==> config.mk <==
export PLATFORM = sky130hd
export DESIGN_NAME = uatc_ram
export DESIGN_NICKNAME = d
export VERILOG_FILES = /design/src/hw/rtl/uatc_ram.sv
export SDC_FILE = /design/constraint.sdc
export NUM_CORES = 1
export LEC_CHECK = 0
export BUFFER_PORTS_ARGS = -buffer_cell sky130_fd_sc_hd__buf_2
export CAP_MARGIN = 10
export CORE_UTILIZATION = 48
export CTS_CLUSTER_DIAMETER = 120
export DETAILED_ROUTE_END_ITERATION = 12
export MAX_ROUTING_LAYER = met4
export PLACE_DENSITY = 0.73
export SLEW_MARGIN = 15
export SYNTH_ARGS = -nofsm -noshare
export SYNTH_HDL_FRONTEND = slang
export SYNTH_SLANG_ARGS = --single-unit
==> constraint.sdc <==
create_clock -name clk -period 1.19 [get_ports clk]
set_clock_uncertainty 0.05 [all_clocks]
set_input_delay 0.238 -clock clk [delete_from_list [all_inputs] [get_ports clk]]
set_output_delay 0.238 -clock clk [all_outputs]
set_load 0.02 [all_outputs]
==> src/hw/rtl/uatc_ram.sv <==
// ----------------------------------------------------------------------------
// uatc_ram
// Simple dual-port synchronous RAM: one write port, one read port and
// registered read data.
// ----------------------------------------------------------------------------
module uatc_ram #(
  parameter int DEPTH = 2,
  parameter int WIDTH = 8
) (
  input  logic                     clk,
  input  logic                     we,
  input  logic [$clog2(DEPTH)-1:0] waddr,
  input  logic [WIDTH-1:0]         wdata,
  input  logic [$clog2(DEPTH)-1:0] raddr,
  output logic [WIDTH-1:0]         rdata
);

  logic [WIDTH-1:0] mem [DEPTH];
  logic [WIDTH-1:0] rdata_r;

  // Write port
  always_ff @(posedge clk) begin
    if (we) begin
      mem[waddr] <= wdata;
    end
  end

  // Registered read port
  always_ff @(posedge clk) begin
    rdata_r <= mem[raddr];
  end

  assign rdata = rdata_r;

endmodule

# [Word-level counts from Yosys, hierarchy flattened]
# Memories as Yosys holds them, arrays and structs flattened. A register that Yosys moved wholly into a read port is not among the register bits.
# Index checks and enable logic that the tools add are counted.
[classes] div_mod_pow=0 n_mul=0 n_mux=2 bitwise_logic=0 shifts=0 n_reduce_logical=0 n_eq_ne=0 add_sub_neg=0 n_lt_le_gt_ge=0
[ops] operator="$mux 1" count=2
[word_totals] output_inout_bits=8 mem_bits_ro=0 mem_bits_rw=16 latch_bits=0 n_memories=1 ff_bits=0 wordCells=3
[memory_table] memory="mem" depth=2 word_bits=8 read_ports=1 rd_clocked_by_memory_dff=1 write_ports=1 line="18" text="logic [WIDTH-1:0] mem [DEPTH];"

# [Depth between registers and ports, before layout]
[logic_depth] depth_word=2 depth_mapped=2 mapped_depth_nobuf=1

# [Worst setup path after synthesis]
# Ideal clock, no wire load.
[synth_timing] kind="input-to-reg" start="in we" end="mem mem[0][0] (enable)" slack_ns=0.109 arrival_time_ns=0.658 path_stages=1 setup_ns=0.373 path_cell_list="nor2b_1"
[synth_via] elab_chain_len=2
[synth_rtl] element="start, declared" line="11" text="input logic we,"
[synth_rtl] element="$mux 1" line="23" text="if (we) begin"
[synth_rtl] element="$mux 1 (implied by the code)" line="24" text="mem[waddr] <= wdata;"
[synth_rtl] element="end, declared" line="18"
# Every way passes these cells.

# [Final worst setup path]
[layout_timing] start="reg rdata_r[1] (netlist: rdata[1]), read port of mem" end="out rdata[1]"
[layout_rtl] element="start, declared" line="19" text="logic [WIDTH-1:0] rdata_r;"
[layout_rtl] element="end, declared" line="15" text="output logic [WIDTH-1:0] rdata"
# No word-level cell between the ends.

==> qor.csv <==
stage,metric,value,unit
run_status,outcome,completed,
detailed_routing,DRT antenna net count,0,
job,max-cap viol count,0,
yosys,async set-reset flop share out of synthesis,0,%
sta,Slew Limit Fails,0,
clock_tree,Clock Tree Buf Depth,2,
sta,Slew HR,77.1,%
clock_tree,post-CTS sizing,0,
clock_tree,cts-stage hold buffer count,0,
clock_tree,CTS tree,built,
yosys,top cell type's share of synthesized area,61.2,%
floorplanning,Vert. Die Dim,42.4,microns
detailed_routing,DR WL/cell,11.1,microns
worst_setup_path,Critical Path Max Stage Delay,0.33,ns
yosys,net count after synthesis,47,
sta,final setup vio count,0,
detailed_routing,final WL,813,microns
yosys,Synth Area per Inst,22.4,sq um
worst_setup_path,Buf/Inv on CP,1,
worst_setup_path,Setup crit start kind,flop,
final_layout,Layout fillers,120,
clock_tree,postcts setup bufs,0,
yosys,sequential element share of the synthesized area,81.7,%
worst_setup_path,CP Data Arrival Time,0.77,ns
floorplanning,Initial Utilization,51.5,%
yosys,Post-Syn Area,785,sq um
clock_tree,H-tree Lvls,1,
final_layout,area delta synth->final,17.1,%
worst_setup_path,CP top delay family,flip-flops,
floorplanning,Die Area,0.00180,sq mm
yosys,Synth Warn #,0,
yosys,Unique masters post-synth,6,
yosys,"flops & latches, synth",24,
grt,largest net degree at the start of global routing,13,
power_and_ir_drop,Static Leak,0.382,nW
place,Placed Instance Area,896,sq um
final_layout,final core utilization,60.3,%
place,IO buf count,19,
worst_setup_path,maximum net fanout on the critical path,1,
detailed_routing,Initial DRC Count,5,
yosys,synth cell count leaders,"16 x edfxtp_1, 8 x dfxtp_1, 8 x mux2_4",
sta,Tcrit/Tclk final,89.2,%
yosys,Area contributors post-synth,"edfxtp_1 61%, dfxtp_1 20%, mux2_4 15%",
grt,first-pass GRT wire length,1260,microns
grt,Tot GR Track Use,10.5,%
grt,total gr overflow,0,
sta,RSZ-0062 raised after global routing,false,
final_layout,share of layout cells above drive strength 1,54.4,%
final_layout,Final Cell Area,918,sq um
sta,setup TNS,0,ns
worst_setup_path,worst path cell trace,buf_2,
detailed_routing,routed vias,341,
grt,vias in the first global route,277,
worst_setup_path,critical path endpoint category,output port,
detailed_routing,vias per cell,4.67,
yosys,Synth Instances,35,
final_layout,Antenna diodes,0,
worst_setup_path,crit path kind,flop to output port,
power_and_ir_drop,Final Power,0.00142,W
detailed_routing,DR pass1 iterations,4,
place,GPL Wtd Cong,0.627,
floorplanning,row cnt,14,
power_and_ir_drop,Cell Pwr Density,1550,mW/mm^2
yosys,top_reg_cell synth,edfxtp_1,
grt,antenna violations before repair,0,
sta,slew of the pin with the lowest slew margin,0.344,ns
worst_setup_path,Setup crit start,rdata[1],
sta,final hold vios,0,
yosys,top-count cell post-synth,edfxtp_1,
worst_setup_path,CP max stage cell,dfxtp_1,
power_and_ir_drop,Peak VDD IR,0.00109,V
floorplanning,IO Pins,20,
clock_tree,clock net sink count,24,
clock_tree,root buffer cell,clkbuf_4,
yosys,Post-synth EDFFs,16,
clock_tree,clock transition at the registers of the reported paths,0.11,ns
floorplanning,die width,42.4,microns
detailed_routing,post-route DRC violation count,0,
min_path,Hold Path Class,input pin to flop,
sta,Tmin final,1.06,ns
worst_setup_path,Worst Path Required,0.90,ns
clock_tree,clk_lat worst skew,0.29,ns
worst_setup_path,Worst R2R Start,mem[0][4],
sta,f_max,942,MHz
final_layout,final net count,71,
yosys,Synth area leader,edfxtp_1,
floorplanning,area of the core,0.00152,sq mm
min_path,hold path start,wdata[7],
clock_tree,cts bufs inserted,3,
-- final timing paths --
path                            slack (ns)  cells past startpoint         to
worst min register to register        0.43                      1   rdata[0]
worst min-delay path                  0.07                      1  mem[0][7]
worst max-delay path                  0.13                      1   rdata[1]
worst max register to register        0.37                      1   rdata[4]
-- report_power, final --
group	switching, W	leakage (nW)	internal (W)
Sequential	0.0000137	0.218	0.000954
Combinational	0.0000693	0.150	0.0000691
Clock	0.000200	0.0138	0.000118
-- registers in the layout (all words and copies together), names as in the netlist --
register,flops
mem,16
rdata,8
-- layout make-up --
type	count	area (sq um)	area share [%]
Sequential cell	24	641	69.8
Clock buffer	3	22.5	2.45
Multi-Input combinational cell	10	133	14.4
Tap cell	16	20.0	2.18
Timing Repair Buffer	20	103	11.2
-- layout by cell type, fill, tap and decap left out --
master / instances
mux2_4: 8
buf_4: 1
buf_2: 19
nor2b_1: 1
clkbuf_4: 3
edfxtp_1: 16
dfxtp_1: 8
and2_1: 1
-- metal layers --
layer / track usage, % / routed length (microns)
met1: 13.5 / 348
met2: 14.5 / 411
met3: 2.59 / 45
met4: 7.50 / 7
met5: - / 0
-- metrics by stage --
| step | cells | setup WS (ns) | hold slack (ns) |
|---|---|---|---|
| global route | 73 | 0.0948 | 0.0617 |
| floorplan | 35 | 0.109 | 0.287 |
| finish | 73 | 0.129 | 0.0749 |
| CTS | 73 | 0.111 | 0.0653 |
| global placement | 70 | 0.154 | 0.379 |
| detailed placement | 70 | 0.128 | 0.379 |
-- kinds of logic (layout without fill, tap and decap cells) --
| family | count (synthesis) | in the layout | synth area share [%] |
|---|---|---|---|
| simple gates | 2 | 2 | 1.60 |
| flops | 24 | 24 | 81.7 |
| mux | 8 | 8 | 15.3 |
| buf+inv | 1 | 23 | 1.44 |
Note: power is estimated with default switching activity, not from simulation.
