## config.mk

```make
export PLATFORM = sky130hd
export DESIGN_NAME = uatc_ctrl
export DESIGN_NICKNAME = d
export VERILOG_FILES = /design/src/hw/rtl/uatc_pkg.sv /design/src/hw/rtl/uatc_ctrl.sv
export SDC_FILE = /design/constraint.sdc
export NUM_CORES = 1
export LEC_CHECK = 0
export BUFFER_PORTS_ARGS = -buffer_cell sky130_fd_sc_hd__buf_2
export CORE_ASPECT_RATIO = 1.1
export CORE_MARGIN = 5
export CORE_UTILIZATION = 50
export CTS_BUF_LIST = sky130_fd_sc_hd__clkbuf_4
export CTS_CLUSTER_DIAMETER = 80
export DETAILED_ROUTE_END_ITERATION = 10
export HOLD_SLACK_MARGIN = 0.03
export PLACE_DENSITY = 0.85
export SETUP_SLACK_MARGIN = 0.3
export SLEW_MARGIN = 10
export SYNTH_ARGS = -nofsm -noshare
export SYNTH_HDL_FRONTEND = slang
export SYNTH_SLANG_ARGS = --single-unit
```

## constraint.sdc

```tcl
create_clock -name clk -period 6.4 [get_ports clk]
set_input_delay 1.92 -clock clk [delete_from_list [all_inputs] [get_ports clk]]
set_output_delay 1.92 -clock clk [all_outputs]
set_load 0.02 [all_outputs]
```

## src/hw/rtl/uatc_pkg.sv

```systemverilog
// ----------------------------------------------------------------------------
// uatc_pkg
// Shared constants, codes and types of the user activity threshold counter.
// ----------------------------------------------------------------------------
package uatc_pkg;

  // Table geometry
  localparam int USER_ENTRIES = 1024;
  localparam int COUNT_BITS   = 16;
  localparam int ADDR_BITS    = $clog2(USER_ENTRIES);
  localparam int CUR_BITS     = $clog2(USER_ENTRIES + 1);

  // Field widths
  localparam int USER_W      = 10;
  localparam int THR_BITS    = 16;
  localparam int ACTION_W    = 2;
  localparam int IN_TDATA_W  = 24;
  localparam int IN_TUSER_W  = 2;
  localparam int OUT_TDATA_W = 16;
  localparam int OUT_TUSER_W = 2;

  // Width at which counts and threshold are compared
  localparam int CMP_W = (COUNT_BITS > THR_BITS) ? COUNT_BITS : THR_BITS;

  localparam logic [COUNT_BITS-1:0] COUNT_MAX = '1;

  typedef enum logic [ACTION_W-1:0] {
    ACT_RECORD = 2'd0,
    ACT_FETCH  = 2'd1,
    ACT_CLEAR  = 2'd2
  } action_t;

  typedef enum logic [2:0] {
    ST_CLEAR,
    ST_IDLE,
    ST_REC_A,
    ST_REC_B,
    ST_SCAN,
    ST_DONE
  } state_t;

  typedef struct packed {
    logic              found;
    logic [USER_W-1:0] user;
    logic              scan_done;
  } result_t;

endpackage

```

## src/hw/rtl/uatc_ctrl.sv

```systemverilog
// ----------------------------------------------------------------------------
// uatc_ctrl
// Sequencer of the counter table: clearing sweep, read-modify-write of the
// record counters, cursor scan for fetch, and the result register.
// ----------------------------------------------------------------------------
module uatc_ctrl (
  input  logic                               clk,
  input  logic                               rst_n,
  // Item side
  input  logic                               in_valid,
  output logic                               in_ready,
  input  logic [uatc_pkg::ACTION_W-1:0]      in_action,
  input  logic [uatc_pkg::USER_W-1:0]        in_snd,
  input  logic [uatc_pkg::USER_W-1:0]        in_rcv,
  // Threshold register
  input  logic [uatc_pkg::THR_BITS-1:0]      thr,
  // Result side
  output logic                               res_valid,
  input  logic                               res_ready,
  output uatc_pkg::result_t                  res,
  // Counter RAM
  output logic                               ram_we,
  output logic [uatc_pkg::ADDR_BITS-1:0]     ram_waddr,
  output logic [uatc_pkg::COUNT_BITS-1:0]    ram_wdata,
  output logic [uatc_pkg::ADDR_BITS-1:0]     ram_raddr,
  input  logic [uatc_pkg::COUNT_BITS-1:0]    ram_rdata
);

  import uatc_pkg::*;

  state_t                state_r, state_nxt;
  logic [USER_W-1:0]     snd_r, snd_nxt;
  logic [USER_W-1:0]     rcv_r, rcv_nxt;
  logic [CUR_BITS-1:0]   cursor_r, cursor_nxt;
  logic [ADDR_BITS-1:0]  rd_id_r, rd_id_nxt;
  logic [ADDR_BITS-1:0]  clr_addr_r, clr_addr_nxt;
  logic                  res_valid_r, res_valid_nxt;
  result_t               res_r, res_nxt;

  logic                  slot_free;
  logic [THR_BITS-1:0]   need;
  logic                  hit;
  logic                  last_id;

  function automatic logic [COUNT_BITS-1:0] bump(input logic [COUNT_BITS-1:0] c);
    bump = (c == COUNT_MAX) ? c : c + COUNT_BITS'(1);
  endfunction

  function automatic logic in_table(input logic [USER_W-1:0] id);
    in_table = (32'(id) < 32'(USER_ENTRIES));
  endfunction

  function automatic logic [ADDR_BITS-1:0] to_addr(input logic [USER_W-1:0] id);
    to_addr = ADDR_BITS'(id);
  endfunction

  // Effective threshold and compare against the beat just read
  assign need      = (thr == '0) ? THR_BITS'(1) : thr;
  assign hit       = (CMP_W'(ram_rdata) >= CMP_W'(need));
  assign last_id   = (rd_id_r == ADDR_BITS'(USER_ENTRIES - 1));
  assign slot_free = !res_valid_r || res_ready;

  // State register and datapath registers
  always_ff @(posedge clk) begin
    if (!rst_n) begin
      state_r     <= ST_CLEAR;
      cursor_r    <= '0;
      clr_addr_r  <= '0;
      res_valid_r <= 1'b0;
    end else begin
      state_r     <= state_nxt;
      cursor_r    <= cursor_nxt;
      clr_addr_r  <= clr_addr_nxt;
      res_valid_r <= res_valid_nxt;
    end
  end

  always_ff @(posedge clk) begin
    snd_r   <= snd_nxt;
    rcv_r   <= rcv_nxt;
    rd_id_r <= rd_id_nxt;
    res_r   <= res_nxt;
  end

  // Next state, memory requests and result load
  always_comb begin
    state_nxt     = state_r;
    snd_nxt       = snd_r;
    rcv_nxt       = rcv_r;
    cursor_nxt    = cursor_r;
    rd_id_nxt     = rd_id_r;
    clr_addr_nxt  = clr_addr_r;
    res_nxt       = res_r;
    res_valid_nxt = res_valid_r && !res_ready;
    in_ready      = 1'b0;
    ram_we        = 1'b0;
    ram_waddr     = clr_addr_r;
    ram_wdata     = '0;
    ram_raddr     = rd_id_r;

    unique case (state_r)
      ST_CLEAR: begin
        // Sweep zeros through the whole table
        ram_we    = 1'b1;
        ram_waddr = clr_addr_r;
        ram_wdata = '0;
        if (clr_addr_r == ADDR_BITS'(USER_ENTRIES - 1)) begin
          clr_addr_nxt = '0;
          state_nxt    = ST_IDLE;
        end else begin
          clr_addr_nxt = clr_addr_r + ADDR_BITS'(1);
        end
      end

      ST_IDLE: begin
        in_ready  = 1'b1;
        ram_raddr = to_addr(in_snd);
        if (in_valid) begin
          unique case (action_t'(in_action))
            ACT_RECORD: begin
              snd_nxt   = in_snd;
              rcv_nxt   = in_rcv;
              state_nxt = ST_REC_A;
            end
            ACT_FETCH: begin
              if (cursor_r == CUR_BITS'(USER_ENTRIES)) begin
                state_nxt = ST_DONE;
              end else begin
                ram_raddr = cursor_r[ADDR_BITS-1:0];
                rd_id_nxt = cursor_r[ADDR_BITS-1:0];
                state_nxt = ST_SCAN;
              end
            end
            ACT_CLEAR: begin
              cursor_nxt   = '0;
              clr_addr_nxt = '0;
              state_nxt    = ST_CLEAR;
            end
            default: begin
              // Unused code: drop the beat
              state_nxt = ST_IDLE;
            end
          endcase
        end
      end

      ST_REC_A: begin
        // Write back the sender, read the recipient
        ram_we    = in_table(snd_r);
        ram_waddr = to_addr(snd_r);
        ram_wdata = bump(ram_rdata);
        ram_raddr = to_addr(rcv_r);
        state_nxt = (rcv_r == snd_r) ? ST_IDLE : ST_REC_B;
      end

      ST_REC_B: begin
        ram_we    = in_table(rcv_r);
        ram_waddr = to_addr(rcv_r);
        ram_wdata = bump(ram_rdata);
        state_nxt = ST_IDLE;
      end

      ST_SCAN: begin
        if (hit) begin
          if (slot_free) begin
            res_nxt.found     = 1'b1;
            res_nxt.user      = USER_W'(rd_id_r);
            res_nxt.scan_done = 1'b0;
            res_valid_nxt     = 1'b1;
            cursor_nxt        = CUR_BITS'(rd_id_r) + CUR_BITS'(1);
            state_nxt         = ST_IDLE;
          end else begin
            // Hold: re-read the same entry until the result slot frees
            ram_raddr = rd_id_r;
          end
        end else if (last_id) begin
          cursor_nxt = CUR_BITS'(USER_ENTRIES);
          state_nxt  = ST_DONE;
        end else begin
          ram_raddr = rd_id_r + ADDR_BITS'(1);
          rd_id_nxt = rd_id_r + ADDR_BITS'(1);
        end
      end

      ST_DONE: begin
        if (slot_free) begin
          res_nxt.found     = 1'b0;
          res_nxt.user      = '0;
          res_nxt.scan_done = 1'b1;
          res_valid_nxt     = 1'b1;
          state_nxt         = ST_IDLE;
        end
      end

      default: begin
        state_nxt = ST_CLEAR;
      end
    endcase
  end

  assign res_valid = res_valid_r;
  assign res       = res_r;

  // A result is either a hit or the end of the scan, never both
  a_res_exclusive: assert property (@(posedge clk) disable iff (!rst_n)
    res_valid_r |-> (res_r.found != res_r.scan_done))
    else $error("result flags found and scan_done disagree");

  // The cursor never runs past the end of the table
  a_cursor_range: assert property (@(posedge clk) disable iff (!rst_n)
    cursor_r <= CUR_BITS'(USER_ENTRIES))
    else $error("scan cursor beyond table");

  // The table is never written while waiting for a beat
  a_idle_no_write: assert property (@(posedge clk) disable iff (!rst_n)
    (state_r == ST_IDLE) |-> !ram_we)
    else $error("table write while idle");

  // The sweep ends in idle after its last entry
  a_sweep_end: assert property (@(posedge clk) disable iff (!rst_n)
    (state_r == ST_CLEAR && clr_addr_r == ADDR_BITS'(USER_ENTRIES - 1))
      |=> (state_r == ST_IDLE))
    else $error("clearing sweep did not finish");

  // A new result is only loaded into a free slot
  a_no_overrun: assert property (@(posedge clk) disable iff (!rst_n)
    (res_valid_r && !res_ready) |=> ($stable(res_r) && res_valid_r))
    else $error("result overwritten while stalled");

endmodule

```

---- After elaboration in Yosys (flattened, before gate mapping) ----
Cells that the tools add are included.
operators by class
  eq/ne operators ......................... 22
  muxes and demuxes ....................... 42
  reductions and logical operators ........ 18
  $add $sub $neg .......................... 4
  magnitude comparators ................... 1
operator list
  cell                   number
  $mux 10                11
  $pmux 10 s2            3
  $mux 11                5
  $mux 16                3
  $mux 12                3
  $pmux 10 s3            1
  $pmux 12 s2            1
  $pmux 11 s2            1
  $add 10x1->10 const B  2
  $eq 10x10->1 const B   2
  $pmux 3 s6             1
  $add 16x1->16 const B  1
  $eq 16x16->1 const B   1
  $ge 16x16->1           1
  $logic_not 16->1       1
  $mux 3                 5
  $ne 2x2->1 const B     7
  $add 10x1->11 const B  1
  $eq 11x11->1 const B   1
  $eq 10x10->1           1
  $pmux 3 s3             1
  $reduce_and 3->1       3
  $reduce_and 4->1       2
  $eq 3x2->1 const B     2
  18 further kinds       27
storage, ports and cells
  register bits ........................... 67
  logic and storage cells ................. 97

---- Longest topological paths before layout ----
Gate-level depths: netlist of run 1.
  word-level depth ........................ 5
  mapped depth ............................ 11

---- Least setup slack after synthesis of run 1 ----
Ideal clock, no wire load.
  path kind ............................... input-to-output
  from .................................... input port thr[8] in the netlist's numbering
  to ...................................... output port ram_raddr[6] in the netlist's numbering
  data arrival time ....................... 4367 ps
  buffers on the path ..................... 1
  data required time ...................... 4480 ps
  path slack .............................. 113 ps
  cell stages on the path ................. 11
  path through ............................ nor4_1 > a41o_1 > ha_1 > nand2b_1 > a2111oi_2 > or4b_4 > nand3_4 > buf_6 > o21ai_0 > a21oi_1 > a311oi_1
between the ends
  cells in the longest elaborated chain, start to end .. 5
RTL lines
  what              RTL line          RTL
  start, declared   uatc_ctrl.sv:16   input logic [uatc_pkg::THR_BITS-1:0] thr,
  $logic_not 16->1  uatc_ctrl.sv:58   assign need = (thr == '0) ? THR_BITS'(1) : thr;
  $mux 16 *         uatc_ctrl.sv:58
  $ge 16x16->1 *    uatc_ctrl.sv:59   assign hit = (CMP_W'(ram_rdata) >= CMP_W'(need));
  $mux 10 *         uatc_ctrl.sv:164  if (hit) begin
  $pmux 10 s3 *     uatc_ctrl.sv:101  unique case (state_r)
  end, declared     uatc_ctrl.sv:25   output logic [uatc_pkg::ADDR_BITS-1:0] ram_raddr,
Every way passes the cells marked *; elsewhere a longest branch is shown, timed or not.

---- Final worst setup path of run 1 ----
  from .................................... input port thr[11] in the netlist's numbering
  to ...................................... output port ram_raddr[9] in the netlist's numbering
The elaborated chain is that of the path after synthesis.

==> summary.md, run 1 <==
| Metric | Value |
|---|---|
| Outcome | completed |
| Register Area | 1760 um^2 |
| Overall Global Routing Usage | between 20% and 30% |
| Number of pins with negative max-slew slack in the final report | 0 |
| Synthesis-stage register bit count | 67 |
| Crit. End Element | output port |
| Data arrival at the endpoint of the critical path | 4.35 ns |
| Initial detailed-routing violation count | 335 |
| Residual DRC count | 0 |
| Final cell count without fillers | ~790 |
| CTS root buf | sky130_fd_sc_hd__clkbuf_4 |
| Clock tree from TritonCTS | built |
| Count of nets left with antenna violations after detail routing | 0 |
| Clock buffer count from CTS | 9 |
| Number of enable-type register cells in the synthesized netlist | 42 |
| Total via count in the routed design | 4716 |
| Pwr Density | 137 nW/um^2 |
| Area of the mapped netlist | 4750 um^2 |
| Overflow left after global routing | 0 |
| Total number of placement rows | 37 |
| CORE AREA | a little over 9000 um^2 |
| Count of nets after finishing | between 700 and 800 |
| Max frequency | 0.160 GHz |
| Wire length of the first global-routing pass | 22700 um |
| Number of max-cap violations | 0 |
| Dpl cell area | 5440 um^2 |
| Slew HR | a little under a quarter |
| Final-report hold violation count | 0 |
| Height of the chip | 112 um |
| Die footprint | roughly 12000 um^2 |
| Die boundary width | 103 um |
| Share of the synthesized area in the top cell type | 26.6% |
| Netlist cell types | 64 |
| Area delta synth->final | 23.8% |
| Minimum clock period | 6.27 ns |
| Dominant synthesized flop cell | sky130_fd_sc_hd__edfxtp_1 |
| Post-synth net total | 627 |
| First-pass iteration count of the detailed router | 6 |
| Largest net degree at the start of global routing | 37 |
| Post-Synthesis Cells | 550 |
| Area contributors post-synth | sky130_fd_sc_hd__edfxtp_1 27%, sky130_fd_sc_hd__dfxtp_1 11%, sky130_fd_sc_hd__nand2_1 5.5%, sky130_fd_sc_hd__ha_1 5.0%, sky130_fd_sc_hd__mux2i_1 4.8% |
| VDD IR-drop max | 0.0708 mV |
| Ant diodes | 0 |
| RSZ-0062 raised after global routing | yes |
| Final HPWL from detailed placement | 10200 um |
| Port-buffer cells | 108 |
| Number of clock sinks seen by CTS | 67 |
| Synthesized area divided by synthesized cell count | between 8 and 9 um^2 |
| Clock slew at the register clock pins of the worst setup and hold paths | 0.12 ns |
| Final Wtd Congestion | between 0.9 and 1 |
| Asr flop ratio synth | 0% |
| Sequential cell area fraction in the yosys report | a little under two fifths |
| Cell type with the largest total area after synthesis | sky130_fd_sc_hd__edfxtp_1 |
| Number of failing setup endpoints in the final timing report | 0 |
| Commonest cells in the netlist | 70 x sky130_fd_sc_hd__nand2_1, 51 x sky130_fd_sc_hd__nor2_1, 43 x sky130_fd_sc_hd__o21ai_0 |
| Cell with the most instances after synthesis | sky130_fd_sc_hd__nand2_1 |
| Share of post-route cells with drive strength above 1 | a little over a quarter |
| DR vias/cell | 6.01 |
| Share of the clock period used by the worst path | between 90% and 100% |
| Wire length after detailed routing | 14200 um |
| Data required time at the worst endpoint | ~4.5 ns |
| Starting utilization of the core area | 51.0% |
| Syn. warnings | 0 |
| Wirelength per Cell | 18.0 um |
| Actual transition at the worst max-transition pin | 1.13 ns |
| Maximum net fanout on the critical path | 5 |
| Max clock buf depth | 2 |
| H-tree depth reported by CTS | 3 |
| Kind of start point of the critical path | input port |
| Finished Cell Area | 5880 um^2 |
| Final Util | 63.2% |
| Worst-skew pair later-pin latency | between 0.4 and 0.5 ns |
| Boundary Pins | 109 |
| Placement Setup Slack | -0.109 ns |
| Startpoint-to-endpoint class of the critical path | in -> out |
| Number of antenna violations at the first check in global routing | 0 |
| Maximum clock skew at final layout | 0.0206 ns |
| Via count of the first global-routing pass | 4763 |
| Leakage power figure | 2.35 nW |
| Inst Count DP | 760 |
| Worst setup margin | 0.131 ns |
| Type of the worst min-delay path | reg -> reg |
| Multi-input combinational cell area | 2990 um^2 |
| Number of fill cells | 745 |
power breakdown:
group          switching, mW  internal (mW)
registers            0.00196          0.457
logic                 0.0636         0.0508
clock network          0.151         0.0826
worst max-delay path, cell delays in order:
cell and delay (ns):
sky130_fd_sc_hd__buf_8 0.10, sky130_fd_sc_hd__nor4_4 0.27, sky130_fd_sc_hd__a41o_1 0.21, sky130_fd_sc_hd__ha_1 0.14, sky130_fd_sc_hd__nand2b_4 0.13, sky130_fd_sc_hd__a2111oi_4 0.06, sky130_fd_sc_hd__or4b_4 0.58, sky130_fd_sc_hd__nand3_4 0.17
sky130_fd_sc_hd__buf_6 0.13, sky130_fd_sc_hd__nor2_4 0.04, sky130_fd_sc_hd__a221oi_4 0.26, sky130_fd_sc_hd__o21bai_4 0.18, sky130_fd_sc_hd__buf_6 0.14
final timing paths:
check                             startpoint            to  slack (ns)  cells past startpoint
worst max-delay path                 thr[11]  ram_raddr[9]        0.13                     13
worst min-delay path            cursor_r[10]  cursor_r[10]        0.47                      2
worst max register to register    rd_id_r[0]   cursor_r[9]        3.31                      7
worst min register to register  cursor_r[10]  cursor_r[10]        0.47                      2
cell type report:
| class | count | share of cell area [%] |
|---|---|---|
| tap | 117 | 2.49 |
| timing repair buffer | 128 | 13.3 |
| multi-input combinational | 431 | 50.8 |
| inverter | 27 | 1.72 |
| clock inverter | 4 | 0.319 |
| sequential | 67 | 30.0 |
| clock buffer | 11 | 1.40 |
flip-flops by register name, summed over array words and instances (netlist names):
register,count
res,12
cursor_r,11
clr_addr_r,10
rcv_r,10
rd_id_r,10
snd_r,10
state_r,3
res_valid,1
cells by family (layout without fill, tap and decap cells):
logic type	after synthesis	after routing	share of synthesized area, %
xor+xnor	41	41	7.56
simple gates	221	222	23.6
buf+inv	53	170	4.87
flops	67	67	37.1
compound gates	126	126	17.0
fa+ha+maj	19	19	5.01
mux	23	23	4.85
layout by cell type (no fill, tap or decap), types with 4 or more instances in the layout:
master	instances
sky130_fd_sc_hd__nand4_1	13
sky130_fd_sc_hd__o21a_1	6
sky130_fd_sc_hd__a22oi_1	6
sky130_fd_sc_hd__a211oi_1	5
sky130_fd_sc_hd__a21oi_1	26
sky130_fd_sc_hd__buf_2	94
sky130_fd_sc_hd__edfxtp_1	42
sky130_fd_sc_hd__nand2_1	70
sky130_fd_sc_hd__clkbuf_4	11
sky130_fd_sc_hd__o21ai_0	37
sky130_fd_sc_hd__dfxtp_1	25
sky130_fd_sc_hd__nand2b_1	8
sky130_fd_sc_hd__clkinv_1	4
sky130_fd_sc_hd__o21ai_1	7
sky130_fd_sc_hd__inv_1	26
sky130_fd_sc_hd__xor2_1	23
sky130_fd_sc_hd__nor2_1	49
sky130_fd_sc_hd__and2_1	11
sky130_fd_sc_hd__mux2i_1	23
sky130_fd_sc_hd__buf_4	21
sky130_fd_sc_hd__nor2b_1	6
sky130_fd_sc_hd__ha_1	19
sky130_fd_sc_hd__xnor2_1	18
sky130_fd_sc_hd__or3_1	5
sky130_fd_sc_hd__nor4_1	6
sky130_fd_sc_hd__and3_1	6
sky130_fd_sc_hd__buf_6	11
sky130_fd_sc_hd__nor3_1	7
sky130_fd_sc_hd__a2bb2oi_2	6
sky130_fd_sc_hd__nor3_2	5
sky130_fd_sc_hd__nand3_1	13
routing by layer:
layer  share of wire (%)  GRT usage, %  up-vias
met2                  50          42.5      251
met1                  38          28.0     2188
met4                 4.6          13.5        0
li1                    -             -     2218
met3                 7.5          5.47       59
met5                   0             0        -
stage by stage:
step / total power [mW] / hold WS (ns) / setup TNS [ns]
floorplan: 0.519 / 0.424 / 0
global placement: 0.556 / 0.437 / -0.0451
detailed placement: 0.559 / 0.445 / -0.249
CTS: 0.802 / 0.463 / 0
global route: 0.836 / 0.505 / 0
finish: 0.806 / 0.472 / 0
what timing repair did:
item / 4_1_cts / 5_1_grt
pin swaps: 24 / 11
gates cloned: 1 / 0
endpoints found under the setup margin: 10 / 10
hold buffers: 0 / 0
resized for setup: 42 / 16
buffers inserted: 6 / 3
Note: power is estimated with default switching activity, not from simulation.
==> run 2, diff against run 1 <==
- ABC_AREA: not set -> 1
==> summary.md, run 2 <==
| Metric | Value |
|---|---|
| Inst Count DP | 880 |
| Number of failing setup endpoints in the final timing report | 0 |
| Share of the synthesized area in the top cell type | 26.8% |
| Type of the worst min-delay path | reg -> reg |
| Maximum net fanout on the critical path | 20 |
| Commonest cells in the netlist | 171 x sky130_fd_sc_hd__nand2_1, 112 x sky130_fd_sc_hd__inv_1, 60 x sky130_fd_sc_hd__nor2_1 |
| Boundary Pins | roughly 110 |
| Synthesis-stage register bit count | 67 |
| Data required time at the worst endpoint | 4.48 ns |
| Crit. End Element | output port |
| Ant diodes | 0 |
| CTS root buf | sky130_fd_sc_hd__clkbuf_4 |
| DR vias/cell | 5.42 |
| Overall Global Routing Usage | 23.0% |
| Residual DRC count | 0 |
| Dpl cell area | 5380 um^2 |
| Final Wtd Congestion | 0.992 |
| Asr flop ratio synth | 0% |
| Initial detailed-routing violation count | 411 |
| Number of flip-flops under the largest register name | 12 |
| VDD IR-drop max | 0.117 mV |
| Clock buffer count from CTS | 9 |
| Summed negative setup slack over all endpoints | 0 ns |
| Total number of placement rows | 37 |
| Post-Synthesis Cells | 661 |
| Leakage power figure | 2.73 nW |
| Slew HR | between 20% and 30% |
| Overflow left after global routing | 0 |
| Dominant synthesized flop cell | sky130_fd_sc_hd__edfxtp_1 |
| Port-buffer cells | 108 |
| Kind of start point of the critical path | input port |
| Minimum clock period | around 6 ns |
| Number of max-cap violations | 0 |
| Max frequency | 0.167 GHz |
| Data arrival at the endpoint of the critical path | 4.05 ns |
| Total via count in the routed design | just under 5000 |
| Actual transition at the worst max-transition pin | 1.16 ns |
| Cell type with the largest total area after synthesis | sky130_fd_sc_hd__edfxtp_1 |
| First-pass iteration count of the detailed router | 8 |
| Max clock buf depth | 2 |
| Clock tree from TritonCTS | built |
| Share of post-route cells with drive strength above 1 | 20.9% |
| Number of antenna violations at the first check in global routing | 0 |
| Wire length after detailed routing | 13200 um |
| Area delta synth->final | 17.6% |
| Area of the mapped netlist | 4710 um^2 |
| Number of clock sinks seen by CTS | 67 |
| H-tree depth reported by CTS | 3 |
| Most used cells in the layout excluding fill and tap cells | 169 x sky130_fd_sc_hd__nand2_1, 112 x sky130_fd_sc_hd__inv_1, 105 x sky130_fd_sc_hd__buf_2, 59 x sky130_fd_sc_hd__nor2_1, 42 x sky130_fd_sc_hd__edfxtp_1 |
| Die boundary width | 103 um |
| Post-synth net total | 738 |
| Via count of the first global-routing pass | around 4500 |
| Startpoint-to-endpoint class of the critical path | in -> out |
| Finished Cell Area | 5530 um^2 |
| Outcome | completed |
| Number of enable-type register cells in the synthesized netlist | 42 |
| Synthesized area divided by synthesized cell count | 7.12 um^2 |
| Wire length of the first global-routing pass | 21000 um |
| Die footprint | 11500 um^2 |
| Number of pins with negative max-slew slack in the final report | 0 |
| Sequential cell area fraction in the yosys report | 37.4% |
| Wirelength per Cell | 14.7 um |
| Post-CTS Repair Setup Buffers | 0 |
| Cell with the most instances after synthesis | sky130_fd_sc_hd__nand2_1 |
| Slowest stage cell on the critical path | sky130_fd_sc_hd__nor4_1 |
| Clock slew at the register clock pins of the worst setup and hold paths | 0.10 ns |
| Worst-skew pair later-pin latency | 0.43 ns |
| Final cell count without fillers | 896 |
| CORE AREA | 9260 um^2 |
| Sequence of cells on the critical path | buf_2, nor4_1, a41o_1, ha_1, nand4_1, nor2_1, nor2_1, nand2_1, nand2_2, nand2_4, buf_12, o21ai_0, nand2_1, nand4_1, buf_4 |
| Netlist cell types | 44 |
| Final-report hold violation count | 0 |
| Largest net degree at the start of global routing | 28 |
| Maximum clock skew at final layout | approximately 0.0084 ns |
| Final HPWL from detailed placement | between 10000 and 15000 um |
| Count of nets left with antenna violations after detail routing | 0 |
| Pwr Density | 144 nW/um^2 |
| Commonest non-fill, non-tap cell in the layout | sky130_fd_sc_hd__nand2_1 |
| Count of nets after finishing | 851 |
| Share of the clock period used by the worst path | 93.3% |
| Number of fill cells | 895 |
| RSZ-0062 raised after global routing | no |
| Starting utilization of the core area | 50.8% |
| Syn. warnings | 0 |
| Height of the chip | 112 um |
| Maximum cell stage delay along the critical path | between 0.3 and 0.4 ns |
| Area contributors post-synth | sky130_fd_sc_hd__edfxtp_1 27%, sky130_fd_sc_hd__nand2_1 14%, sky130_fd_sc_hd__dfxtp_1 11%, sky130_fd_sc_hd__inv_1 8.9%, sky130_fd_sc_hd__ha_1 5.1% |
## run 2: area by class of cell
cell class	count	area, um^2	area share (%)
tap	117	146	2.65
timing repair buffer	113	598	10.8
inverter	122	458	8.28
clock inverter	6	33.8	0.611
multi-input combinational	461	2460	44.5
sequential	67	1760	31.8
clock buffer	10	75.1	1.36
## run 2: per-layer routing
| layer | vias up | track usage, % | share of wire, % |
|---|---|---|---|
| li1 | 2408 | - | - |
| met1 | 2166 | 29.5 | 40 |
| met2 | 254 | 38.5 | 47 |
| met3 | 27 | 3.76 | 9.9 |
| met4 | 0 | 8.49 | 2.4 |
| met5 | - | 0 | 0 |
## run 2: through the flow
stage	hold slack (ns)	utilization (%)	worst slack, ns	power (mW)
2_1_floorplan	0.439	-	0.668	0.518
3_3_place_gp	0.448	58.1	0.326	0.558
3_5_place_dp	0.453	58.1	0.330	0.560
4_1_cts	0.472	59.2	0.328	0.792
5_1_grt	0.486	59.8	0.308	0.829
6_report	0.475	59.8	0.426	0.795
## run 2: path summary, 6_finish.rpt
check | startpoint | end | slack, ns | cells past startpoint
setup / recovery | thr[8] | ram_raddr[0] | 0.43 | 15
hold / removal | clr_addr_r[5] | clr_addr_r[5] | 0.48 | 1
setup reg to reg | state_r[2] | res[5] | 3.66 | 4
hold reg to reg | clr_addr_r[5] | clr_addr_r[5] | 0.48 | 1
## run 2: cell families (layout without fill, tap and decap cells)
family,count (synthesis),in the layout,synth area share [%]
adder cells (fa/ha/maj),19,19,5.05
AND/OR/NAND/NOR,321,321,30.5
buffers and inverters,133,251,10.9
AO/OA/AOI/OAI,107,107,13.6
flip-flops,67,67,37.4
XOR/XNOR,14,14,2.61
## run 2: critical path, delay by kind of cell
kind | cells | cell delay, ns
AOI/OAI and AO/OA | 2 | 0.41
and+or+nand+nor | 9 | 1.07
adders and majority gates | 1 | 0.22
buffers and inverters | 3 | 0.45
## run 2: report_power, final
part           switching, mW  internal, mW
sequential           0.00184         0.457
clock                  0.158        0.0806
combinational         0.0588        0.0393
## run 2: timing repair
action                     4_1_cts  5_1_grt
gates resized for setup          0       15
hold buffers                     0        0
setup endpoints to repair        0       10
==> run 3, diff against run 2 <==
- CORE_MARGIN: 5 -> 2
- PLACE_DENSITY: 0.85 -> 0.81
- TNS_END_PERCENT: not set -> 20
==> summary.md, run 3 (same netlist as run 2, synthesis figures left out) <==
| Metric | Value |
|---|---|
| CORE AREA | 9260 um^2 |
| Crit. End Element | output port |
| Type of the worst min-delay path | reg -> reg |
| H-tree depth reported by CTS | 3 |
| Total via count in the routed design | slightly above 5000 |
| Port-buffer cells | approximately 110 |
| Clock tree from TritonCTS | built |
| DR vias/cell | 5.65 |
| Slew HR | 24.8% |
| Data required time at the worst endpoint | 4.48 ns |
| Maximum net fanout on the critical path | 5 |
| Number of flip-flops under the largest register name | 12 |
| Worst r2r path cells | 4 |
| Worst-skew pair later-pin latency | 0.43 ns |
| Number of fill cells | 843 |
| Met3 Resource Use GR | approximately 5.1% |
| Share of the clock period used by the worst path | between 90% and 100% |
| Pwr Density | 157 nW/um^2 |
| Wire length of the first global-routing pass | 21900 um |
| Outcome | completed |
| Clock slew at the register clock pins of the worst setup and hold paths | 0.11 ns |
| Max clock buf depth | 2 |
| Number of max-cap violations | 0 |
| Final Util | 60.9% |
| Initial detailed-routing violation count | 579 |
| Max frequency | between 0.15 and 0.2 GHz |
| Wire length after detailed routing | roughly 14000 um |
| Overflow left after global routing | 0 |
| Actual transition at the worst max-transition pin | 1.13 ns |
| Startpoint-to-endpoint class of the critical path | in -> out |
| Final Wtd Congestion | 0.959 |
| Kind of start point of the critical path | input port |
| Count of nets left with antenna violations after detail routing | 0 |
| RSZ-0062 raised after global routing | no |
| Leakage power figure | roughly 2.8 nW |
| Starting utilization of the core area | 50.8% |
| CTS root buf | sky130_fd_sc_hd__clkbuf_4 |
| Data arrival at the endpoint of the critical path | between 4 and 5 ns |
| Total number of placement rows | 37 |
| Residual DRC count | 0 |
| Worst setup margin | roughly 0.36 ns |
| Area delta synth->final | 19.8% |
| Boundary Pins | 109 |
| VDD IR-drop max | 0.125 mV |
| Met1 track demand over resource in global routing | 33.0% |
| Post-layout power | approximately 890 uW |
| Number of failing setup endpoints in the final timing report | 0 |
| Most used cells in the layout excluding fill and tap cells | 169 x sky130_fd_sc_hd__nand2_1, 112 x sky130_fd_sc_hd__inv_1, 106 x sky130_fd_sc_hd__buf_2, 59 x sky130_fd_sc_hd__nor2_1, 42 x sky130_fd_sc_hd__edfxtp_1 |
| Reg-to-reg setup timing slack | about 3.7 ns |
| Final-report hold violation count | 0 |
| Number of clock sinks seen by CTS | 67 |
| Ant diodes | 0 |
| Maximum clock skew at final layout | 0.0106 ns |
| Die boundary width | 96.5 um |
| Final HPWL from detailed placement | 10300 um |
| Clock buffer count from CTS | 9 |
| Number of antenna violations at the first check in global routing | 0 |
| Number of pins with negative max-slew slack in the final report | 0 |
| First-pass iteration count of the detailed router | 5 |
| Via count of the first global-routing pass | roughly 4800 |
| Count of nets after finishing | approximately 850 |
| Summed negative setup slack over all endpoints | 0 ns |
| Placement Setup Slack | 0.0351 ns |
| Register Area | 1760 um^2 |
| Number of instances on the worst hold path | 2 |
| Largest net degree at the start of global routing | 28 |
| Die footprint | a little over 10000 um^2 |
| Most used routing layer | met2 |
| Minimum clock period | about 6 ns |
| Commonest non-fill, non-tap cell in the layout | sky130_fd_sc_hd__nand2_1 |
| Wirelength per Cell | 15.5 um |
| Overall Global Routing Usage | 27.4% |
| Height of the chip | roughly 110 um |
| Share of post-route cells with drive strength above 1 | ~22% |
| Global Route met2 Usage | 44.8% |
| Multi-input combinational cell area | roughly 2500 um^2 |
-- run 3: cell count changes in the layout (fill, tap and decap cells not counted), moves of 2 or more --
cell,delta
sky130_fd_sc_hd__bufinv_16,+2
sky130_fd_sc_hd__clkinv_2,-2
sky130_fd_sc_hd__nor4_1,-2
sky130_fd_sc_hd__nor4_4,+3
sky130_fd_sc_hd__o21ai_1,-2
sky130_fd_sc_hd__o21ai_2,+3
-- run 3: area by class of cell --
cell class	count	area share [%]
well taps	117	2.60
clock inverters	7	1.64
repair buffers	115	10.7
clock buffers	9	1.20
inverters	122	8.12
multi-input cells	461	44.5
flip-flops and latches	67	31.2
-- run 3: critical path, cell delays in order --
cell                       delay [ns]
sky130_fd_sc_hd__buf_2           0.12
sky130_fd_sc_hd__nor4_4          0.35
sky130_fd_sc_hd__a41o_1          0.22
sky130_fd_sc_hd__ha_1            0.23
sky130_fd_sc_hd__nand4_1         0.09
sky130_fd_sc_hd__nor2_1          0.05
sky130_fd_sc_hd__nor2_1          0.07
sky130_fd_sc_hd__nand2_1         0.09
sky130_fd_sc_hd__nand2_2         0.11
sky130_fd_sc_hd__nand2_4         0.08
sky130_fd_sc_hd__nor2_4          0.22
sky130_fd_sc_hd__buf_4           0.15
sky130_fd_sc_hd__nand2_1         0.04
sky130_fd_sc_hd__o211ai_1        0.10
sky130_fd_sc_hd__nand3_1         0.11
sky130_fd_sc_hd__buf_2           0.17
-- run 3: path summary, 6_finish.rpt --
kind / endpoint / startpoint
min reg2reg: cursor_r[10] / cursor_r[10]
min: cursor_r[10] / cursor_r[10]
max reg2reg: res[5] / state_r[2]
max: ram_raddr[9] / thr[11]
-- run 3: per-stage QoR --
step	hold slack, ns	instances	cell area (um^2)
floorplan	0.439	661	4710
global placement	0.449	878	5360
detailed placement	0.457	878	5360
CTS	0.476	895	5570
global route	0.511	898	5640
finish	0.484	898	5640
-- run 3: report_power, final --
part	total [mW]	internal, mW	switching [mW]
Sequential	0.459	0.457	0.00171
Combinational	0.105	0.0400	0.0647
Clock	0.323	0.157	0.167
-- run 3: metal layers --
layer / up-vias / wire, um
li1: 2420 / -
met1: 2284 / 5330
met2: 306 / 6600
met3: 66 / 1310
met4: 0 / 723
met5: - / 0
-- run 3: timing repair --
item | 4_1_cts | 5_1_grt
gates resized for setup | 7 | 15
hold buffers | 0 | 0
setup buffers | 0 | 3
endpoints found under the setup margin | 10 | 10
pin swaps | 0 | 5
gates cloned | 1 | 0
